===== config.mk =====
export PLATFORM = sky130hd
export DESIGN_NAME = bfbp_ram
export DESIGN_NICKNAME = d
export VERILOG_FILES = /design/src/rtl/bfbp_ram.sv
export SDC_FILE = /design/constraint.sdc
export NUM_CORES = 2
export LEC_CHECK = 0
export CAP_MARGIN = 20
export CORE_ASPECT_RATIO = 2
export CORE_MARGIN = 2
export CORE_UTILIZATION = 60
export CTS_CLUSTER_SIZE = 25
export DETAILED_ROUTE_END_ITERATION = 16
export DONT_BUFFER_PORTS = 1
export PLACE_DENSITY_LB_ADDON = 0.1
export SLEW_MARGIN = 20
export SYNTH_ARGS = -nofsm -noshare
export SYNTH_HDL_FRONTEND = slang
export SYNTH_SLANG_ARGS = --single-unit

===== constraint.sdc =====
create_clock -name i_clk -period 4.8 [get_ports i_clk]
set_clock_uncertainty 0.15 [all_clocks]
set_input_delay 0.96 -clock i_clk [delete_from_list [all_inputs] [get_ports i_clk]]
set_output_delay 0.96 -clock i_clk [all_outputs]
set_load 0.01 [all_outputs]

===== src/rtl/bfbp_ram.sv =====
// Generic simple dual-port RAM: one write port, one read port with
// registered read data. Depends on nothing.
`timescale 1ns / 1ps
`default_nettype none

module bfbp_ram #(
    parameter int WIDTH = 32,
    parameter int DEPTH = 64
) (
    input  wire logic                     i_clk,
    input  wire logic                     i_we,
    input  wire logic [$clog2(DEPTH)-1:0] i_waddr,
    input  wire logic [WIDTH-1:0]         i_wdata,
    input  wire logic [$clog2(DEPTH)-1:0] i_raddr,
    output logic      [WIDTH-1:0]         o_rdata
);

    logic [WIDTH-1:0] r_mem [DEPTH];

    always_ff @(posedge i_clk) begin
        if (i_we) begin
            r_mem[i_waddr] <= i_wdata;
        end
        o_rdata <= r_mem[i_raddr];
    end

endmodule

`default_nettype wire


# --- Yosys cells after proc, flatten, opt, wreduce, memory -nomap -nowiden ---
# Memory sizes are Yosys's and may differ from the RTL's. A register that Yosys moved wholly into a read port is not among the register bits.
# Cells that the tools add are included.
word_totals:
  ff_bits: 0
  mem_bits_rw: 2048
  memories: 1
op_classes:
  n_mux: 2
mem_list:
  columns: ["memory", "words", "width", "read_ports", "rd_clocked_by_memory_dff", "wr", "line_no", "text"]
  rows:
  - ["r_mem", 64, 32, 1, 1, 1, "18", "logic [WIDTH-1:0] r_mem [DEPTH];"]
ops:
  columns: ["operator", "n"]
  rows:
  - ["two-way mux 1 bit", 2]

# --- Depth between registers and ports, before layout ---
depth:
  ltp_word: 2
  depth_mapped: 10
  depth_no_buf: 5

# --- Least setup slack after synthesis ---
# No wires, ideal clock.
synth_path:
  path_kind: "input-to-reg"
  from: "in i_waddr[3]"
  to: "mem r_mem[48][0], enable pin"
  setup_ns: 0.461
  arrival_time_ns: 3.659
  t_required_ns: 4.189
  setup_slack_ns: 0.530
  cell_stages: 4
  n_path_buf: 1
  cell_sequence: "clkbuf_1 -> nor2b_1 -> nand4b_1 -> nor3_1"
synth_lines:
  columns: ["element", "line_no", "text"]
  rows:
  - ["start, declared", "12", "input wire logic [$clog2(DEPTH)-1:0] i_waddr,"]
  - ["end, declared", "18", null]
# No word-level cell before the write port.

==> flow_metrics.py <==
metrics = {
    "critical_path": {
        "cp_top_family": "compound AO/OA/AOI/OAI gates",
        "crit_chain": "or3b_1 > o221ai_1 > a21oi_1 > a21oi_1 > nor2_1",
        "crit_start": "i_raddr[0]",
        "critPathCaptureType": "flip-flop",
        "worstSetupStartpointType": "primary input",
        "r2r_setup_slack_ps": 2290,
        "cpMaxStageDelayCell": "or3b_1",
        "cp.required_ps": 5300,
        "regToRegStartpoint": "r_mem[36][21]",
        "criticalPathCategory": "primary input to flip-flop",
        "cp_max_fo": 513,
        "cp_slowest_stage_delay_ps": 880,
        "cp.arrival_ps": 3770,
        "reg2reg_depth": 5,
        "crit_top_cell": "a21oi_1",
        "path_buf_inv": 0,
        "reg2reg_to": "o_rdata[21]",
    },
    "power_and_ir_drop": {
        "vdd_drop_max_v": 0.000408,
        "p_int_w": 0.0280,
        "power.total_w": 0.0350,
        "p_switching_w": 0.00696,
        "sw_frac_of_total": 0.199,
        "power_density_nw_per_um2": 405,
        "clkPwrFrac": 0.387,
        "seq_power_share": 0.578,
        "power_frac_comb": 0.035,
        "p_leak_nw": 26.4,
    },
    "grt": {
        "grt_util_all_layers": 0.313,
        "grt_pass1_vias": 36700,
        "grt_max_degree": 514,
        "antenna_found_initial": 6,
        "grt_pass1_wl_um": 285000,
        "overflow": 0,
    },
    "floorplanning": {
        "die_h_um": 516,
        "die_area_um2": 134000,
        "die_w_um": 260,
        "rows": 187,
        "ioPinCount": 78,
        "initial_core_util": 0.605,
        "core_um2": 130000,
    },
    "clocking": {
        "ctsHoldBuffers": 0,
        "cts_tree": "yes",
        "cts_made_buffers": 167,
        "htree_num_levels": 4,
        "cts_buffer_depth": 3,
        "clk_latency_ps": 790,
        "cts.clk_slew.worst_paths_ps": 70,
        "post-cts-setup-buffers": 0,
        "postCtsResizedCells": 0,
        "cts.sinks": 2080,
        "root_buffer": "clkbuf_16",
    },
    "logic_synthesis": {
        "synth.distinct_cells": 34,
        "synth_adder_area_share": 0,
        "ys_top_cells_by_area": "edfxtp_1 78%, mux4_2 16%, mux2i_1 1.2%",
        "synth_area_leader_cell": "edfxtp_1",
        "synth_ff_type": "edfxtp_1",
        "synth_compound_area_frac": 0.0167,
        "synth.avg_cell_area_um2": 23.6,
        "seq_area_frac_synth": 0.791,
        "muxShareOfSynthArea": 0.168,
        "ys_async_sr_fraction": 0,
        "synth_top_area_frac": 0.783,
        "synth_xor_area_frac": 0,
        "yosysMostFrequentCell": "edfxtp_1",
        "synth_top_family_by_area": "multiplexers",
        "synth_nets": 3370,
        "synth_edf_count": 2048,
        "synth.yosys.warnings": 0,
        "synth_simple_gate_area_frac": 0.0127,
        "synth_cells": 3324,
        "synth_common_cells": "2048 x edfxtp_1, 544 x mux4_2, 137 x nor2_1, 93 x mux2i_1, 84 x o22ai_1",
        "ys_ff_latch": 2080,
        "syn_area_um2": 78500,
    },
    "placement": {
        "portBuffers": 0,
        "gp_congestion": 0.893,
        "place_area_um2": 81000,
        "hpwl_um": 118000,
    },
    "drt": {
        "ant_nets": 0,
        "wire_per_inst_um": 38.9,
        "vias": 36400,
        "avgViaCountPerCell": 6.95,
        "dr.first_iter.drc_count": 4865,
        "drc": 0,
        "dr.pass1.iters": 7,
        "drt-total-wl_um": 204000,
    },
    "timing": {
        "fmax_ghz": 0.306,
        "period_needed_ps": 3270,
        "finalHoldViolCount": 0,
        "drv_slew": 0,
        "fin_tns_setup_ps": 0,
        "worst_slew_pin_slew_ps": 1330,
        "fin_crit_sh": 0.682,
        "finalSetupViolCount": 0,
        "rsz0062_at_grt": "false",
        "relSlewSlack": 0.113,
    },
    "hold_path": {
        "hold_end": "r_mem[42][22]",
        "hold_path.class": "primary input to flip-flop",
        "hp-start": "i_wdata[22]",
        "hold_depth": 0,
    },
    "run_status": {
        "status": "completed",
    },
    "layout": {
        "drive_above_1_share": 0.264,
        "area_growth_pct": 9.94,
        "layout.nets": 3442,
        "nFillCells": 8054,
        "stdcell_area_um2": 86300,
    },
    "run": {
        "maxCapViolCount": 0,
    },
}
-- state kept, by name, indices dropped and copies added, names as in the netlist --
register and flops:
r_mem 2048, o_rdata 32
-- worst max path at each step --
stage                         end  slack, ps  cells after the start
finish                o_rdata[21]       1530                      5
detailed placement  r_mem[20][22]       1230                      4
floorplan            r_mem[48][0]        530                      4
CTS                 r_mem[20][24]       2060                      4
global route          o_rdata[29]       1850                      5
global placement       o_rdata[8]        980                      5
-- per-stage QoR --
stage          std cells   util  hold slack (ps)  worst slack, ps
2_1_floorplan       3324      -              513              530
3_3_place_gp        4919  0.622              621              977
3_5_place_dp        4927  0.623              610             1230
4_1_cts             5235  0.665             64.6             2060
5_1_grt             5237  0.665             81.1             1850
6_report            5238  0.665              112             1530
-- power groups by stage --
stage                     clock network, W  logic (W)  registers (W)
final                               0.0135    0.00123         0.0202
after global routing                0.0143    0.00123         0.0202
after CTS                           0.0137    0.00121         0.0202
after detailed placement                 0    0.00121         0.0206
after global placement                   0    0.00121         0.0206
after floorplan                          0   0.000978         0.0205
-- final cells by class --
type | count | area, µm² | area share
clock inverters | 82 | 732 | 0.00848
clock buffers | 226 | 4600 | 0.0532
multi-input cells | 1062 | 16000 | 0.185
flip-flops and latches | 2080 | 62100 | 0.720
well taps | 1701 | 2130 | 0.0247
diodes | 2 | 5.00 | 0.0000580
repair buffers | 85 | 749 | 0.00868
-- layer usage --
metal,wire length (µm),part of all wire,up-vias,global-route usage
met4,12300,0.061,0,0.163
met2,106000,0.52,1878,0.526
met3,15900,0.078,347,0.0505
met1,69500,0.34,19800,0.396
li1,-,-,14400,-
met5,0,0,-,0
-- logic make-up after synthesis --
kind of cell | after synthesis
buf+inv | 182
mux | 637
compound gates | 202
simple gates | 223
flops | 2080
-- cells in the final DEF (no fill, tap or decap), types with 14 or more instances in the layout --
master / n
mux2i_1: 93
mux4_2: 544
nor2b_1: 14
clkinv_2: 23
dfxtp_1: 32
nand2_1: 26
nor2_1: 75
o22ai_1: 84
buf_4: 76
clkbuf_16: 171
edfxtp_1: 2048
o221ai_1: 27
clkbuf_1: 44
nor2_4: 62
clkinv_1: 30
a21oi_1: 62
-- worst register-to-register path, stage by stage, from the launching register on --
cell and delay (ps):
edfxtp_1 390, mux4_2 470, o221ai_1 600, a21oi_1 200, a21oi_1 470, nor2_1 100
Power figures use the tool's default switching activity.
